<file path="src/hdl/sdv_pkg.sv">
`timescale 1ns / 1ps
// Shared widths, constants, register codes and fixed-point helpers of the sun direction core.
// Depends on nothing; used by every module of the block.
package sdv_pkg;

	// port widths
	localparam int TIME_W = 21;
	localparam int DAY_W  = 9;
	localparam int LAT_W  = 24;
	localparam int NOFF_W = 26;
	localparam int DIR_W  = 18;
	localparam int IDX_W  = 2;

	// arithmetic formats
	localparam int FRAC_BITS    = 16;
	localparam int CORDIC_STEPS = 18;
	localparam int ANG_W  = 28;   // degrees Q16, signed
	localparam int Q_W    = 20;   // sines, cosines and components Q16, signed
	localparam int P_W    = 48;   // product width
	localparam int Z_W    = 34;   // CORDIC residual angle, radians Q30
	localparam int SUM_W  = 36;   // sum of squares
	localparam int LEN_W  = 18;   // vector length
	localparam int QUO_W  = 17;   // quotient magnitude
	localparam int YFX_W  = 17;   // remainder term of the year angle

	// pipeline depths
	localparam int ISQ_STEPS  = LEN_W;
	localparam int DIV_STEPS  = QUO_W;
	localparam int CORDIC_LAT = CORDIC_STEPS + 3;
	localparam int ISQ_LAT    = ISQ_STEPS;
	localparam int DIV_LAT    = DIV_STEPS + 1;
	localparam int PIPE_LEN   = 9 + 2 * CORDIC_LAT + ISQ_LAT + DIV_LAT;

	// angles and time
	localparam int ONE_Q16        = 65536;
	localparam int FULL_TURN_Q16  = 23592960;
	localparam int HALF_TURN_Q16  = FULL_TURN_Q16 / 2;
	localparam int QUARTER_TURN_Q16 = FULL_TURN_Q16 / 4;
	localparam int DEG_TO_RAD_Q30 = 18740330;
	localparam int GAIN_Q30       = 652032874;
	localparam int GAIN_Q = (GAIN_Q30 + (1 << (30 - FRAC_BITS - 1))) >> (30 - FRAC_BITS);
	localparam int TIME_MAX       = 1572863;
	localparam int NOON_Q16       = 12 * ONE_Q16;
	localparam int DEG_PER_HOUR   = 15;
	localparam int LAT_MAX        = 5898240;
	localparam int DECL_AMP_Q16   = 1536164;

	// day of year to angle: FULL_TURN * n / YEAR_DAYS split into whole step and remainder
	localparam int EQUINOX_DAY = 80;
	localparam int YEAR_DAYS   = 366;
	localparam int YEAR_STEP   = FULL_TURN_Q16 / YEAR_DAYS;
	localparam int YEAR_REM    = FULL_TURN_Q16 % YEAR_DAYS;
	localparam int RECIP_SH    = 25;
	localparam int YEAR_RECIP  = ((1 << RECIP_SH) + YEAR_DAYS - 1) / YEAR_DAYS;

	// configuration register indexes
	typedef enum logic [IDX_W-1:0] {
		REG_LATITUDE     = 2'd0,
		REG_NORTH_OFFSET = 2'd1
	} cfg_reg_t;

	// divider result
	typedef struct packed {
		logic             neg;
		logic [QUO_W-1:0] mag;
	} quo_t;

	// arctangent of 2^-i, radians Q30
	function automatic logic [31:0] atan_q30(input logic [4:0] i);
		logic [31:0] a;
		case (i)
			5'd0:  a = 32'h3243F6A8;
			5'd1:  a = 32'h1DAC6705;
			5'd2:  a = 32'h0FADBAFC;
			5'd3:  a = 32'h07F56EA6;
			5'd4:  a = 32'h03FEAB76;
			5'd5:  a = 32'h01FFD55B;
			5'd6:  a = 32'h00FFFAAA;
			5'd7:  a = 32'h007FFF55;
			5'd8:  a = 32'h003FFFEA;
			5'd9:  a = 32'h001FFFFD;
			5'd10: a = 32'h000FFFFF;
			5'd11: a = 32'h0007FFFF;
			5'd12: a = 32'h0003FFFF;
			5'd13: a = 32'h0001FFFF;
			5'd14: a = 32'h0000FFFF;
			5'd15: a = 32'h00007FFF;
			5'd16: a = 32'h00003FFF;
			5'd17: a = 32'h00001FFF;
			5'd18: a = 32'h00000FFF;
			5'd19: a = 32'h000007FF;
			5'd20: a = 32'h000003FF;
			5'd21: a = 32'h000001FF;
			5'd22: a = 32'h000000FF;
			5'd23: a = 32'h0000007F;
			5'd24: a = 32'h0000003F;
			5'd25: a = 32'h0000001F;
			5'd26: a = 32'h0000000F;
			5'd27: a = 32'h00000008;
			5'd28: a = 32'h00000004;
			5'd29: a = 32'h00000002;
			5'd30: a = 32'h00000001;
			default: a = 32'h00000000;
		endcase
		return a;
	endfunction

	// shift right by FRAC_BITS, rounding half away from zero
	function automatic logic signed [P_W-1:0] rnd_shr(input logic signed [P_W-1:0] p);
		logic [P_W-1:0] mag;
		logic [P_W-1:0] r;
		mag = p[P_W-1] ? P_W'(-p) : P_W'(p);
		r = (mag + (P_W'(1) << (FRAC_BITS - 1))) >> FRAC_BITS;
		return p[P_W-1] ? -signed'(r) : signed'(r);
	endfunction

	// Q16 product with rounding
	function automatic logic signed [Q_W-1:0] mulq(input logic signed [Q_W-1:0] a,
			input logic signed [Q_W-1:0] b);
		logic signed [P_W-1:0] p;
		p = P_W'(a) * P_W'(b);
		return Q_W'(rnd_shr(p));
	endfunction

endpackage

</file>
<file path="src/hdl/sdv_div.sv">
`timescale 1ns / 1ps
// Pipelined rounded division of a Q16 component by the vector length, one quotient bit per stage.
// Depends on sdv_pkg.
module sdv_div (
	input  logic                             clk,
	input  logic                             en,
	input  logic signed [sdv_pkg::Q_W-1:0]   comp,
	input  logic [sdv_pkg::LEN_W-1:0]        len,
	output sdv_pkg::quo_t                    quo
);

	localparam int N = sdv_pkg::DIV_STEPS;

	logic [sdv_pkg::Q_W-1:0]   mag_c;
	logic [sdv_pkg::SUM_W-1:0] rem_s0;
	logic [sdv_pkg::LEN_W-1:0] den_s0;
	logic                      neg_s0;

	logic [sdv_pkg::SUM_W-1:0] rem_q [N];
	logic [sdv_pkg::LEN_W-1:0] den_q [N];
	logic [sdv_pkg::QUO_W-1:0] q_q   [N];
	logic                      neg_q [N];

	assign mag_c = comp[sdv_pkg::Q_W-1] ? sdv_pkg::Q_W'(-comp) : sdv_pkg::Q_W'(comp);

	// scale the magnitude and add half the divisor for rounding
	always_ff @(posedge clk) begin
		if (en) begin
			rem_s0 <= (sdv_pkg::SUM_W'(mag_c) << sdv_pkg::FRAC_BITS)
				+ sdv_pkg::SUM_W'(len >> 1);
			den_s0 <= len;
			neg_s0 <= comp[sdv_pkg::Q_W-1];
		end
	end

	for (genvar k = 0; k < N; k++) begin : g_step
		localparam int SH = N - 1 - k;
		logic [sdv_pkg::SUM_W-1:0] rem_in;
		logic [sdv_pkg::LEN_W-1:0] den_in;
		logic [sdv_pkg::QUO_W-1:0] q_in;
		logic                      neg_in;
		logic [sdv_pkg::SUM_W-1:0] sub;

		if (k == 0) begin : g_first
			assign rem_in = rem_s0;
			assign den_in = den_s0;
			assign q_in   = '0;
			assign neg_in = neg_s0;
		end else begin : g_next
			assign rem_in = rem_q[k-1];
			assign den_in = den_q[k-1];
			assign q_in   = q_q[k-1];
			assign neg_in = neg_q[k-1];
		end

		assign sub = sdv_pkg::SUM_W'(den_in) << SH;

		// compare and subtract the shifted divisor
		always_ff @(posedge clk) begin
			if (en) begin
				if (rem_in >= sub) begin
					rem_q[k] <= rem_in - sub;
					q_q[k]   <= q_in | (sdv_pkg::QUO_W'(1) << SH);
				end else begin
					rem_q[k] <= rem_in;
					q_q[k]   <= q_in;
				end
				den_q[k] <= den_in;
				neg_q[k] <= neg_in;
			end
		end
	end

	assign quo.neg = neg_q[N-1];
	assign quo.mag = q_q[N-1];

endmodule

</file>
<file path="config.mk">
export PLATFORM = sky130hd
export DESIGN_NAME = sdv_div
export DESIGN_NICKNAME = d
export VERILOG_FILES = /design/src/hdl/sdv_pkg.sv /design/src/hdl/sdv_div.sv
export SDC_FILE = /design/constraint.sdc
export NUM_CORES = 2
export LEC_CHECK = 0
export BUFFER_PORTS_ARGS = -buffer_cell sky130_fd_sc_hd__buf_4
export CAP_MARGIN = 20
export CORE_MARGIN = 2
export CORE_UTILIZATION = 45
export CTS_CLUSTER_SIZE = 12
export DETAILED_ROUTE_END_ITERATION = 16
export GPL_TIMING_DRIVEN = 0
export HOLD_SLACK_MARGIN = 0.05
export PLACE_DENSITY = 0.62
export SLEW_MARGIN = 25
export SYNTH_ARGS = -nofsm -noshare
export SYNTH_HDL_FRONTEND = slang
export SYNTH_SLANG_ARGS = --single-unit
</file>
<file path="constraint.sdc">
create_clock -name clk -period 3.42 [get_ports clk]
set_input_delay 0.513 -clock clk [delete_from_list [all_inputs] [get_ports clk]]
set_output_delay 0.513 -clock clk [all_outputs]
set_load 0.02 [all_outputs]
</file>
==> results.toml <==
[yosys]
synth_top_family_by_area = "simple AND/OR/NAND/NOR gates"
yosysUniqueCellTypes = 90
syn_area_um2 = 54600
muxShareOfSynthArea_pct = 1.29
syn_nets = 4901
synth_fa_ha_area_share_pct = 7.67
async_reset_ff_share_pct = 0
synth-edff-count = 1073
synth-seq-area-share_pct = 59.0
ys.flop_type = "edfxtp_1"
yosys.area_share.simple_pct = 11.3
avgSynthCellArea_um2 = 12.0
synth_compound_area_share_pct = 10.9
synth_xor_area_share_pct = 6.27
yosys_warnings = 0
ys_ff_latch = 1073
syn-instance-count = 4536

[critical_path]
cp-end-kind = "register"
startpoint_type = "register"
worstPathRequired_ns = 3.86
cp_max_fo = 10
critPathKind = "reg -> reg"
crit_arrival_ns = 3.79

[power_and_ir_drop]
powerDensity_nw_per_um2 = 747
total_power_mw = 46.8
ir_drop_mv = 0.534
p_leak_nw = 23.6

[drt]
viasPerCell = 5.44
wl_per_cell_um = 18.9
initialDrtViolationCount = 2424
first_pass_iters = 5
wirelength_mm = 122
vias = 35200
ant_nets = 0
drc = 0

[timing]
rsz0062_at_grt = "true"
period_share_pct = 98.2
max_freq_mhz = 298
fin_hold_ws_ns = 0.157
hold_viol = 0
fin_crit_ns = 3.36
finalMaxSlewViolations = 0
fin_skew_ns = 0.0384
max_slew_margin_pct = 28.0
worst_pin_slew_ns = 1.08
setup_violations = 0

[clock_tree]
root_buffer = "clkbuf_16"
clockBufferDepth = 3
cts_num_sinks = 1073
cts_htree_levels = 3
cts_buffers = 112
clkTransAtPathRegs_ns = 0.06
cts_tree = "built"
worst_skew_pair.late_latency_ns = 0.71

[global_routing]
grt_usage_pct = 19.3
grt_pass1_wl_mm = 191
gr-total-overflow = 0
antenna_found_initial = 2
grt_max_degree = 93
first_global_vias = 34400

[die]
num_io_pins = 58
row_count = 127
dieWidth_um = 352
core_um2 = 120000
die_y_um = 352
die_area_um2 = 124000
start_util_pct = 45.4

[final_layout]
stdcell_count = 6471
drive_gt1_share_pct = 12.2
final_common_cell = "edfxtp_1"
layout_common_cells = "edfxtp_1, inv_1, nand2_1"
synthToLayoutAreaGrowth_pct = 14.7
fin_nets = 5154
n_antenna_cell = 0
utilization_pct = 52.1

[placed_design]
dp_cells = 6220
hpwl_mm = 92.2
place_congestion = 0.873
io_buffers = 55

[worst_hold_path]
holdCritPathClass = "in -> reg"

[flow_run]
drv_cap = 0

[status]
status = "complete, no violations"
==> area by class of cell <==
cell class	count	area (µm²)
clock buffer	129	2890
fill	10400	57500
sequential	1073	32200
tap	1612	2020
multi-input combinational	2965	21400
clock inverter	55	566
buffer	86	541
timing repair buffer	148	1440
inverter	403	1530
==> worst max-delay path, stage by stage (launching register included) <==
cell and delay [ns]:
edfxtp_1 0.41, or4_4 0.57, or4_4 0.55, nor2_4 0.12
nand2_1 0.10, or4_4 0.52, nor3_4 0.21, buf_6 0.14
buf_6 0.13, mux2_2 0.34
==> synthesized netlist by cell type, types with 14 or more instances <==
library cell  instances  area share [%]
a211o_1              17            0.27
a211oi_1             30            0.41
a21o_1               96             1.3
a21oi_1             272             2.5
a31oi_1              21            0.24
and3_1               14            0.16
clkbuf_1             80            0.55
edfxtp_1           1073              59
fa_1                 16            0.59
ha_1                309             7.1
inv_1               402             2.8
mux2_2               58             1.2
nand2_1             329             2.3
nand2b_1             62            0.71
nand3_1              59            0.54
nand3b_1             15            0.21
nand4_1              57            0.65
nand4b_1             17            0.27
nor2_1              292             2.0
nor2b_1              55            0.63
nor3_1               94            0.86
nor4_1               71            0.81
nor4b_1              16            0.26
o211ai_1             16            0.22
o21a_1               50            0.69
o21ai_0             291             2.7
o21bai_1             23            0.32
o31a_1               22            0.35
o31ai_1              25            0.34
or2_2                27            0.31
or3_1                41            0.47
or4_1                32            0.44
xnor2_1             197             3.2
xor2_1              194             3.1
==> metal layers <==
| layer | global-route usage, % | vias to the layer above | routed length, µm |
|---|---|---|---|
| li1 | - | 17200 | - |
| met1 | 24.1 | 17000 | 51900 |
| met2 | 34.4 | 677 | 62000 |
| met3 | 2.42 | 236 | 4200 |
| met4 | 6.59 | 2 | 4270 |
| met5 | 0 | - | 13 |
==> timing repair <==
item                       4_1_cts  5_1_grt
hold buffers                    19        0
hold endpoints to repair        19        0
pin swaps                       15       44
buffers inserted                 9       48
setup endpoints to repair      348      285
resized for setup              136      121
==> registers in the layout, summed over array words and instances (netlist names) <==
| register | cells |
|---|---|
| den_q | 288 |
| den_s0 | 2 |
| g_step.neg_in | 1 |
| g_step.rem_in | 36 |
| neg_q | 17 |
| q_q | 153 |
| rem_q | 576 |
==> kinds of logic after synthesis <==
group | count (synthesis)
and+or+nand+nor | 1226
DFF | 1073
AOI/OAI and AO/OA | 960
buffers and inverters | 498
xor gates and xnor gates | 391
adders and majority gates | 325
muxes | 63
==> where the power goes <==
group / switching, mW / leakage, nW / internal [mW]
Clock: 4.92 / 1.68 / 6.73
Sequential: 1.86 / 10.3 / 18.0
Combinational: 8.44 / 11.6 / 6.81
Total: 15.2 / 23.6 / 31.6
==> per-stage QoR <==
step / setup TNS [ns] / worst slack, ns / cell area (µm²)
6_report: 0 / 0.0614 / 62600
5_1_grt: -0.629 / -0.0764 / 62600
4_1_cts: 0 / 0.000220 / 61700
3_5_place_dp: -154.69 / -1.62 / 57500
3_3_place_gp: -4821.65 / -4.28 / 57000
2_1_floorplan: 0 / 0.181 / 54600
==> path summary, 6_finish.rpt <==
check | from | end | slack, ns | depth (start not counted)
worst min-delay path | comp[9] | g_step[0].rem_in[25]$_DFFE_PP_ | 0.16 | 2
worst max register to register | rem_q[13][24]$_DFFE_PP_ | rem_q[14][5]$_DFFE_PP_ | 0.06 | 9
worst max-delay path | rem_q[13][24]$_DFFE_PP_ | rem_q[14][5]$_DFFE_PP_ | 0.06 | 9
worst min register to register | q_q[14][7]$_DFFE_PP_ | q_q[15][7]$_DFFE_PP_ | 0.39 | 0
(Power assumes the default switching activity.)
