[src/hdl/sdv_pkg.sv]
`timescale 1ns / 1ps
// Shared widths, constants, register codes and fixed-point helpers of the sun direction core.
// Depends on nothing; used by every module of the block.
package sdv_pkg;

	// port widths
	localparam int TIME_W = 21;
	localparam int DAY_W  = 9;
	localparam int LAT_W  = 24;
	localparam int NOFF_W = 26;
	localparam int DIR_W  = 18;
	localparam int IDX_W  = 2;

	// arithmetic formats
	localparam int FRAC_BITS    = 16;
	localparam int CORDIC_STEPS = 18;
	localparam int ANG_W  = 28;   // degrees Q16, signed
	localparam int Q_W    = 20;   // sines, cosines and components Q16, signed
	localparam int P_W    = 48;   // product width
	localparam int Z_W    = 34;   // CORDIC residual angle, radians Q30
	localparam int SUM_W  = 36;   // sum of squares
	localparam int LEN_W  = 18;   // vector length
	localparam int QUO_W  = 17;   // quotient magnitude
	localparam int YFX_W  = 17;   // remainder term of the year angle

	// pipeline depths
	localparam int ISQ_STEPS  = LEN_W;
	localparam int DIV_STEPS  = QUO_W;
	localparam int CORDIC_LAT = CORDIC_STEPS + 3;
	localparam int ISQ_LAT    = ISQ_STEPS;
	localparam int DIV_LAT    = DIV_STEPS + 1;
	localparam int PIPE_LEN   = 9 + 2 * CORDIC_LAT + ISQ_LAT + DIV_LAT;

	// angles and time
	localparam int ONE_Q16        = 65536;
	localparam int FULL_TURN_Q16  = 23592960;
	localparam int HALF_TURN_Q16  = FULL_TURN_Q16 / 2;
	localparam int QUARTER_TURN_Q16 = FULL_TURN_Q16 / 4;
	localparam int DEG_TO_RAD_Q30 = 18740330;
	localparam int GAIN_Q30       = 652032874;
	localparam int GAIN_Q = (GAIN_Q30 + (1 << (30 - FRAC_BITS - 1))) >> (30 - FRAC_BITS);
	localparam int TIME_MAX       = 1572863;
	localparam int NOON_Q16       = 12 * ONE_Q16;
	localparam int DEG_PER_HOUR   = 15;
	localparam int LAT_MAX        = 5898240;
	localparam int DECL_AMP_Q16   = 1536164;

	// day of year to angle: FULL_TURN * n / YEAR_DAYS split into whole step and remainder
	localparam int EQUINOX_DAY = 80;
	localparam int YEAR_DAYS   = 366;
	localparam int YEAR_STEP   = FULL_TURN_Q16 / YEAR_DAYS;
	localparam int YEAR_REM    = FULL_TURN_Q16 % YEAR_DAYS;
	localparam int RECIP_SH    = 25;
	localparam int YEAR_RECIP  = ((1 << RECIP_SH) + YEAR_DAYS - 1) / YEAR_DAYS;

	// configuration register indexes
	typedef enum logic [IDX_W-1:0] {
		REG_LATITUDE     = 2'd0,
		REG_NORTH_OFFSET = 2'd1
	} cfg_reg_t;

	// divider result
	typedef struct packed {
		logic             neg;
		logic [QUO_W-1:0] mag;
	} quo_t;

	// arctangent of 2^-i, radians Q30
	function automatic logic [31:0] atan_q30(input logic [4:0] i);
		logic [31:0] a;
		case (i)
			5'd0:  a = 32'h3243F6A8;
			5'd1:  a = 32'h1DAC6705;
			5'd2:  a = 32'h0FADBAFC;
			5'd3:  a = 32'h07F56EA6;
			5'd4:  a = 32'h03FEAB76;
			5'd5:  a = 32'h01FFD55B;
			5'd6:  a = 32'h00FFFAAA;
			5'd7:  a = 32'h007FFF55;
			5'd8:  a = 32'h003FFFEA;
			5'd9:  a = 32'h001FFFFD;
			5'd10: a = 32'h000FFFFF;
			5'd11: a = 32'h0007FFFF;
			5'd12: a = 32'h0003FFFF;
			5'd13: a = 32'h0001FFFF;
			5'd14: a = 32'h0000FFFF;
			5'd15: a = 32'h00007FFF;
			5'd16: a = 32'h00003FFF;
			5'd17: a = 32'h00001FFF;
			5'd18: a = 32'h00000FFF;
			5'd19: a = 32'h000007FF;
			5'd20: a = 32'h000003FF;
			5'd21: a = 32'h000001FF;
			5'd22: a = 32'h000000FF;
			5'd23: a = 32'h0000007F;
			5'd24: a = 32'h0000003F;
			5'd25: a = 32'h0000001F;
			5'd26: a = 32'h0000000F;
			5'd27: a = 32'h00000008;
			5'd28: a = 32'h00000004;
			5'd29: a = 32'h00000002;
			5'd30: a = 32'h00000001;
			default: a = 32'h00000000;
		endcase
		return a;
	endfunction

	// shift right by FRAC_BITS, rounding half away from zero
	function automatic logic signed [P_W-1:0] rnd_shr(input logic signed [P_W-1:0] p);
		logic [P_W-1:0] mag;
		logic [P_W-1:0] r;
		mag = p[P_W-1] ? P_W'(-p) : P_W'(p);
		r = (mag + (P_W'(1) << (FRAC_BITS - 1))) >> FRAC_BITS;
		return p[P_W-1] ? -signed'(r) : signed'(r);
	endfunction

	// Q16 product with rounding
	function automatic logic signed [Q_W-1:0] mulq(input logic signed [Q_W-1:0] a,
			input logic signed [Q_W-1:0] b);
		logic signed [P_W-1:0] p;
		p = P_W'(a) * P_W'(b);
		return Q_W'(rnd_shr(p));
	endfunction

endpackage

[src/hdl/sdv_isqrt.sv]
`timescale 1ns / 1ps
// Pipelined floor integer square root, one result bit per stage.
// Depends on sdv_pkg.
module sdv_isqrt (
	input  logic                        clk,
	input  logic                        en,
	input  logic [sdv_pkg::SUM_W-1:0]   sq,
	output logic [sdv_pkg::LEN_W-1:0]   root
);

	localparam int N = sdv_pkg::ISQ_STEPS;

	logic [sdv_pkg::SUM_W-1:0] v_q [N];
	logic [sdv_pkg::SUM_W-1:0] r_q [N];

	for (genvar k = 0; k < N; k++) begin : g_step
		localparam logic [sdv_pkg::SUM_W-1:0] BIT = sdv_pkg::SUM_W'(1) << (2 * (N - 1 - k));
		logic [sdv_pkg::SUM_W-1:0] v_in;
		logic [sdv_pkg::SUM_W-1:0] r_in;
		logic [sdv_pkg::SUM_W-1:0] trial;

		if (k == 0) begin : g_first
			assign v_in = sq;
			assign r_in = '0;
		end else begin : g_next
			assign v_in = v_q[k-1];
			assign r_in = r_q[k-1];
		end

		assign trial = r_in + BIT;

		// subtract the trial when it fits, then advance the root
		always_ff @(posedge clk) begin
			if (en) begin
				if (v_in >= trial) begin
					v_q[k] <= v_in - trial;
					r_q[k] <= (r_in >> 1) + BIT;
				end else begin
					v_q[k] <= v_in;
					r_q[k] <= r_in >> 1;
				end
			end
		end
	end

	assign root = sdv_pkg::LEN_W'(r_q[N-1]);

endmodule

[config.mk]
export PLATFORM = sky130hd
export DESIGN_NAME = sdv_isqrt
export DESIGN_NICKNAME = d
export VERILOG_FILES = /design/src/hdl/sdv_pkg.sv /design/src/hdl/sdv_isqrt.sv
export SDC_FILE = /design/constraint.sdc
export NUM_CORES = 1
export LEC_CHECK = 0
export BUFFER_PORTS_ARGS = -buffer_cell sky130_fd_sc_hd__buf_2
export CORE_ASPECT_RATIO = 1.5
export CORE_MARGIN = 2
export CORE_UTILIZATION = 25
export CTS_BUF_LIST = sky130_fd_sc_hd__clkbuf_4
export CTS_CLUSTER_DIAMETER = 50
export DETAILED_ROUTE_END_ITERATION = 8
export PLACE_DENSITY = 0.47
export SYNTH_ARGS = -nofsm -noshare
export SYNTH_HDL_FRONTEND = slang
export SYNTH_SLANG_ARGS = --single-unit
export TNS_END_PERCENT = 5
[constraint.sdc]
create_clock -name clk -period 5.9 [get_ports clk]
set_clock_uncertainty 0.1 [all_clocks]
set_input_delay 0.295 -clock clk [delete_from_list [all_inputs] [get_ports clk]]
set_output_delay 0.295 -clock clk [all_outputs]
set_load 0.005 [all_outputs]
==> flow_metrics.tcl, run 1 <==
set metrics [dict create \
    run_status "finished clean" \
    post-place-cells 4783 \
    gp_congestion 0.893 \
    layout.cells.non_filler 5227 \
    grt_use_total_pct 10.2 \
    clock_tree.root_cell "sky130_fd_sc_hd__clkbuf_4" \
    place.port_buffers 55 \
    effective_utilization_at_floorplan_pct 25.2 \
    die_x_microns 318 \
    synth_seq_cells 783 \
    detailedRoute.firstPassIterationCount 5 \
    async_reset_ff_share_pct 0 \
    rrSetupSlack_ns 1.86 \
    ys_types 76 \
    number_of_h_tree_levels 4 \
    synthMostInstantiatedCell "sky130_fd_sc_hd__edfxtp_1" \
    synth-warning-count 0 \
    fin_nets 3381 \
    synth.top_cells.by_count "sky130_fd_sc_hd__edfxtp_1 (783), sky130_fd_sc_hd__inv_1 (233), sky130_fd_sc_hd__nand2_1 (202)" \
    synth_area_leaders "sky130_fd_sc_hd__edfxtp_1 (64%), sky130_fd_sc_hd__ha_1 (6.3%), sky130_fd_sc_hd__xnor2_1 (3.3%)" \
    cp_max_fo 6 \
    yosys_most_used_dff "sky130_fd_sc_hd__edfxtp_1" \
    post-cts-setup-buffer-count 0 \
    die_area_sq_um 151000 \
    synth-edff-count 783 \
    library_cell_occupying_the_most_area_in_the_post_synthesis_netlist "sky130_fd_sc_hd__edfxtp_1" \
    power_density_nw_per_um2 328 \
    rsz0062_at_grt "false" \
    wl_per_cell_microns 14.7 \
    setup_viol 0 \
    synth_area_per_cell_sq_um 13.0 \
    cts_inserted_buffers 211 \
    final_layout_size_suffix_gt1_share_pct 13.7 \
    via_count 22731 \
    timing.critical_path.max_delay_family "compound AO/OA/AOI/OAI gates" \
    final.period_utilization_pct 68.5 \
    initial_antenna_violation_count 1 \
    worst_r2r_endpoint "v_q[7][33]$_DFFE_PP_" \
    postSynthCellCount 2843 \
    placeableCoreArea_sq_um 147000 \
    regToRegStartpoint "v_q[6][44]$_DFFE_PP_" \
    routed_vias_inst 4.35 \
    first_global_vias 24490 \
    grt.overflow.total 0 \
    hpwlAfterDp_mm 55.9 \
    timing.critical_path.buf_inv 0 \
    number_of_drc_markers_in_iteration_0 1046 \
    leakagePower_nw 15.9 \
    worst_hold_slack_ns 0.241 \
    worst_hold_path_type "in -> reg" \
    crit_path_cell_trace "ha_1 -> nor4b_1 -> nand4_1 -> o21ai_0 -> nor3_1 -> o41a_1 -> a211oi_1 -> nand3b_1 -> xnor2_1" \
    worstSetupEndpointType "register" \
    routed_wirelength_mm 76.6 \
    worst-slew-pin-transition_ns 1.01 \
    cap_violations 0 \
    number_of_cell_rows 172 \
    area_growth_pct 16.4 \
    max-vdd-ir-drop_mv 0.204 \
    synth_area_sq_um 36900 \
    max_stage_delay_ns 0.67 \
    synth.yosys.seq_area_share_pct 63.8 \
    hp-start "en" \
    critical_path_required_time_ns 6.61 \
    design_area_sq_um 42900 \
    post-synth-top-area-fraction_pct 63.8 \
    fmax_mhz 247 \
    worst_r2r_path_depth 9 \
    cp_data_arrival_time_ns 4.75 \
    numClockSinks 783 \
    worstHoldPathCells 2 \
    die-height_microns 474 \
    startpoint_kind_of_the_worst_setup_timing_path "register" \
    cts_tree "done" \
    postSynthNetCount 3067 \
    hold_viol 0 \
    drc_errors 0 \
    min_to "v_q[7][33]$_DFFE_PP_" \
    finalWorstPathRequiredPeriod_ns 4.04 \
    ant_nets 0 \
    worst_path_max_delay_cell "sky130_fd_sc_hd__a211oi_1" \
    placed_cell_area_sq_um 39600 \
    totalNegativeSetupSlack_ns 0 \
    worst_skew_pair.late_latency_ns 1.10 \
    timing_max_transition_violations_final 0 \
    first_pass_grt_wire_length_mm 120 \
    grt_max_degree 166 \
    pin_count 56 \
    rel_slew_slack_pct 31.7 \
    worst_setup_path_class "reg -> reg" \
    clk_pin_slew_ns 0.06 \
    clockBufferDepth 3 \
]
-- logic make-up after synthesis --
| group | synth area share (%) |
|---|---|
| buf+inv | 3.01 |
| fa+ha+maj | 6.31 |
| simple gates | 11.4 |
| flops | 63.8 |
| mux | 0.991 |
| xor+xnor | 6.01 |
| compound gates | 8.52 |
-- state kept, by name, summed over array words and instances (netlist names) --
register  cells
r_q         171
v_q         612
-- metrics by stage --
| stage | total power [mW] | setup slack, ns | util [%] |
|---|---|---|---|
| 6_report | 14.1 | 1.86 | 29.3 |
| 5_1_grt | 14.9 | 1.68 | 29.3 |
| 4_1_cts | 14.3 | 1.88 | 29.3 |
| 3_5_place_dp | 9.60 | 1.89 | 27.0 |
| 3_3_place_gp | 9.57 | 1.93 | 27.0 |
| 2_1_floorplan | 8.96 | 2.53 | - |
-- report_power, final --
part / internal, mW / total, mW / leakage (nW) / switching [mW]
Sequential: 6.93 / 7.33 / 7.49 / 0.403
Clock: 2.36 / 4.58 / 1.53 / 2.23
Combinational: 0.952 / 2.17 / 6.85 / 1.22
-- worst register-to-register path: stages (launching register included) --
cell	delay (ns)
sky130_fd_sc_hd__edfxtp_1	0.39
sky130_fd_sc_hd__ha_1	0.36
sky130_fd_sc_hd__nor4b_1	0.65
sky130_fd_sc_hd__nand4_1	0.40
sky130_fd_sc_hd__o21ai_0	0.55
sky130_fd_sc_hd__nor3_1	0.14
sky130_fd_sc_hd__o41a_1	0.18
sky130_fd_sc_hd__a211oi_1	0.67
sky130_fd_sc_hd__nand3b_1	0.17
sky130_fd_sc_hd__xnor2_1	0.16
-- placed cells by master, fill, tap and decap left out, types with 34 or more instances in the layout --
| cell type | netlist | final |
|---|---|---|
| sky130_fd_sc_hd__a21o_1 | 44 | 44 |
| sky130_fd_sc_hd__a21oi_1 | 113 | 113 |
| sky130_fd_sc_hd__buf_2 | 1 | 54 |
| sky130_fd_sc_hd__clkbuf_4 | 0 | 302 |
| sky130_fd_sc_hd__clkinv_1 | 0 | 48 |
| sky130_fd_sc_hd__dlygate4sd3_1 | 0 | 75 |
| sky130_fd_sc_hd__edfxtp_1 | 783 | 783 |
| sky130_fd_sc_hd__ha_1 | 186 | 186 |
| sky130_fd_sc_hd__inv_1 | 233 | 233 |
| sky130_fd_sc_hd__nand2_1 | 202 | 202 |
| sky130_fd_sc_hd__nand2b_1 | 47 | 47 |
| sky130_fd_sc_hd__nand3_1 | 37 | 37 |
| sky130_fd_sc_hd__nand4_1 | 34 | 34 |
| sky130_fd_sc_hd__nor2_1 | 144 | 144 |
| sky130_fd_sc_hd__nor3_1 | 81 | 79 |
| sky130_fd_sc_hd__nor4_1 | 88 | 87 |
| sky130_fd_sc_hd__o21a_1 | 41 | 41 |
| sky130_fd_sc_hd__o21ai_0 | 165 | 165 |
| sky130_fd_sc_hd__xnor2_1 | 137 | 137 |
| sky130_fd_sc_hd__xor2_1 | 116 | 116 |
-- metal layers --
| layer | track usage, % | routed length (microns) | share of wire, % |
|---|---|---|---|
| met5 | 0 | 0 | 0 |
| met4 | 7.00 | 4640 | 6.1 |
| met3 | 2.37 | 2640 | 3.4 |
| met2 | 22.2 | 46300 | 60 |
| met1 | 7.28 | 23100 | 30 |
-- cell type report --
class                      count  area (sq um)
clock inverter                66           322
clock buffer                 302          2270
timing repair buffer         156          1260
tap                         1914          2390
antenna                        1          2.50
fill                       14971        104000
multi-input combinational   1772         12300
sequential                   783         23500
inverter                     233           875
-- worst max-delay path by stage --
stage                               startpoint              endpoint  slack [ns]  depth (start not counted)
final                     v_q[6][44]$_DFFE_PP_  v_q[7][33]$_DFFE_PP_        1.86                          9
after global routing      v_q[5][48]$_DFFE_PP_  v_q[6][33]$_DFFE_PP_        1.68                          9
after CTS                 v_q[6][44]$_DFFE_PP_  v_q[7][33]$_DFFE_PP_        1.88                          9
after detailed placement  v_q[6][44]$_DFFE_PP_  v_q[7][33]$_DFFE_PP_        1.89                          9
after global placement    v_q[6][44]$_DFFE_PP_  v_q[7][33]$_DFFE_PP_        1.93                          9
after floorplan           v_q[5][24]$_DFFE_PP_  v_q[5][59]$_DFFE_PP_        2.53                          9
-- what timing repair did --
item,CTS,global route
endpoints found under the hold margin,313,0
gates resized for setup,0,0
hold buffers,75,0
No activity file was read; power rests on OpenSTA's default activity.
==> run 2, diff against run 1 <==
Settings changed: ABC_AREA from default to 1.
Clock period 5.9 ns to 3.89 ns, I/O delays scaled along.
==> flow_metrics.tcl, run 2 <==
set metrics [dict create \
    final_core_util_pct 28.9 \
    registers.top_by_ff_count "v_q" \
    library_cell_occupying_the_most_area_in_the_post_synthesis_netlist "sky130_fd_sc_hd__edfxtp_1" \
    cp_data_arrival_time_ns 3.87 \
    cap_violations 0 \
    hold_viol 0 \
    synth_area_leaders "sky130_fd_sc_hd__edfxtp_1 (54%), sky130_fd_sc_hd__nand2_1 (12%), sky130_fd_sc_hd__inv_1 (6.7%)" \
    final.period_utilization_pct 78.5 \
    area_growth_pct 15.3 \
    place.port_buffers 55 \
    synth_area_sq_um 43700 \
    crit_start "v_q[7][40]$_DFFE_PP_" \
    post-synth-top-area-fraction_pct 53.8 \
    rrSetupSlack_ns 0.84 \
    worstSetupEndpoint "v_q[8][7]$_DFFE_PP_" \
    synthMostInstantiatedCell "sky130_fd_sc_hd__nand2_1" \
    effective_utilization_at_floorplan_pct 25.1 \
    die-height_microns 516 \
    detailedRoute.firstPassIterationCount 6 \
    initial_antenna_violation_count 4 \
    synth_seq_cells 783 \
    number_of_h_tree_levels 4 \
    yosys_most_used_dff "sky130_fd_sc_hd__edfxtp_1" \
    synth.yosys.seq_area_share_pct 53.8 \
    rsz0062_at_grt "false" \
    postSynthCellCount 4878 \
    ys_types 55 \
    worst_hold_path_type "reg -> reg" \
    run_status "finished clean" \
    synth-warning-count 0 \
    worst_hold_slack_ns 0.311 \
    final_layout_size_suffix_gt1_share_pct 10.6 \
    synth.top_cells.by_count "sky130_fd_sc_hd__nand2_1 (1348), sky130_fd_sc_hd__edfxtp_1 (783), sky130_fd_sc_hd__inv_1 (780)" \
    ant_nets 0 \
    placed_cell_area_sq_um 46700 \
    regToRegStartpoint "v_q[7][40]$_DFFE_PP_" \
    most_frequent_cells_in_the_layout "sky130_fd_sc_hd__nand2_1 (1348), sky130_fd_sc_hd__edfxtp_1 (783), sky130_fd_sc_hd__inv_1 (780), sky130_fd_sc_hd__nor2_1 (504), sky130_fd_sc_hd__clkbuf_4 (295)" \
    cts_inserted_buffers 214 \
    gp_congestion 0.918 \
    hpwlAfterDp_mm 110 \
    die_area_sq_um 178000 \
    grt_max_degree 121 \
    fin_nets 5455 \
    reg.largest.list "v_q x612, r_q x171" \
    grt_use_total_pct 15.4 \
    worst_setup_path_class "reg -> reg" \
    totalNegativeSetupSlack_ns 0 \
    timing_max_transition_violations_final 0 \
    pin_count 56 \
    setup_viol 0 \
    worst_skew_pair.late_latency_ns 1.25 \
    die_x_microns 346 \
    async_reset_ff_share_pct 0 \
    clk_pin_slew_ns 0.07 \
    via_count 33562 \
    final.fill_count 18568 \
    cp_max_fo 24 \
    finalWorstPathRequiredPeriod_ns 3.05 \
    startpoint_kind_of_the_worst_setup_timing_path "register" \
    rel_slew_slack_pct 33.2 \
    worst-slew-pin-transition_ns 1.00 \
    numClockSinks 783 \
    leakagePower_nw 21.8 \
    post-place-ws_ns 0.844 \
    worst_r2r_endpoint "v_q[8][7]$_DFFE_PP_" \
    post-cts-setup-buffer-count 0 \
    number_of_flip_flops_under_the_largest_register_name 612 \
    design_area_sq_um 50400 \
    power_density_nw_per_um2 473 \
    number_of_drc_markers_in_iteration_0 1619 \
    placeableCoreArea_sq_um 174000 \
    first_pass_grt_wire_length_mm 205 \
    critical_path_required_time_ns 4.71 \
    synth_area_per_cell_sq_um 8.97 \
    max-vdd-ir-drop_mv 0.250 \
    drc_errors 0 \
    hp-start "r_q[7][45]$_DFFE_PP_" \
    first_global_vias 36117 \
    wl_per_cell_microns 17.9 \
    grt.overflow.total 0 \
    worst_r2r_path_depth 10 \
    fmax_mhz 327 \
    number_of_cell_rows 188 \
    timing.final.ws_setup_ns 0.836 \
    clockBufferDepth 3 \
    cts_tree "done" \
    routed_wirelength_mm 138 \
    routed_vias_inst 4.38 \
    clock_tree.root_cell "sky130_fd_sc_hd__clkbuf_4" \
    synth-edff-count 783 \
    layout_commonest_cell "sky130_fd_sc_hd__nand2_1" \
    postSynthNetCount 5102 \
    worstSetupEndpointType "register" \
]
-- run 2: cell families after synthesis --
family / share of synthesized area [%]
flip-flops: 53.8
XOR/XNOR: 3.08
AND/OR/NAND/NOR: 25.0
adder cells (fa/ha/maj): 5.32
buffers and inverters: 7.72
AO/OA/AOI/OAI: 5.07
-- run 2: through the flow --
stage / power, mW / std cells
global route: 25.3 / 7661
global placement: 16.8 / 7183
CTS: 24.2 / 7658
finish: 23.9 / 7664
floorplan: 14.8 / 4878
detailed placement: 16.8 / 7183
-- run 2: worst min-delay path by stage --
stage / endpoint / slack (ns) / depth (start not counted)
after floorplan: v_q[0][0]$_DFFE_PP_ / 0.19 / 0
after global placement: v_q[0][32]$_DFFE_PP_ / 0.27 / 1
after detailed placement: v_q[0][5]$_DFFE_PP_ / 0.27 / 1
after CTS: r_q[4][22]$_DFFE_PP_ / 0.31 / 0
after global routing: r_q[4][22]$_DFFE_PP_ / 0.33 / 0
final: r_q[8][8]$_DFFE_PP_ / 0.31 / 0
-- run 2: report_power, final --
part	internal (mW)	leakage [nW]	total, mW	switching (mW)
logic	1.78	12.7	5.50	3.73
clock network	3.53	1.54	7.17	3.64
registers	10.5	7.50	11.2	0.702
total	15.8	21.8	23.9	8.07
-- run 2: area by class of cell --
| cell class | instances | area (sq um) | share of cell area, % |
|---|---|---|---|
| Tap cell | 2280 | 2850 | 5.66 |
| Clock buffer | 295 | 2210 | 4.39 |
| Sequential cell | 783 | 23500 | 46.6 |
| Multi-Input combinational cell | 3246 | 16800 | 33.4 |
| Inverter | 798 | 3000 | 5.95 |
| Clock inverter | 68 | 373 | 0.739 |
| Antenna cell | 6 | 15.0 | 0.0298 |
| Timing Repair Buffer | 188 | 1610 | 3.20 |
-- run 2: repair_timing --
item,in CTS,in global routing
hold endpoints to repair,679,0
gates resized for setup,0,0
hold buffers,112,0
-- run 2: per-layer routing --
layer  vias to the layer above  part of all wire [%]  wire length [microns]  global-route usage [%]
met5                         -                     0                      0                       0
met4                         0                   9.9                  13700                    14.4
met3                       459                   2.6                   3530                    2.36
met2                       729                    58                  80100                    32.5
met1                     15478                    29                  40300                    11.3
li1                      16896                     -                      -                       -
-- run 2: worst max-delay path, stage by stage, from the launching register on --
cell                       delay, ns
sky130_fd_sc_hd__edfxtp_1       0.42
sky130_fd_sc_hd__ha_1           0.39
sky130_fd_sc_hd__nand2_1        0.11
sky130_fd_sc_hd__nor2_2         0.31
sky130_fd_sc_hd__nand3_1        0.36
sky130_fd_sc_hd__nor3_2         0.28
sky130_fd_sc_hd__nor2_2         0.07
sky130_fd_sc_hd__nand3_2        0.25
sky130_fd_sc_hd__inv_2          0.29
sky130_fd_sc_hd__nand2_1        0.15
sky130_fd_sc_hd__o21ai_2        0.06
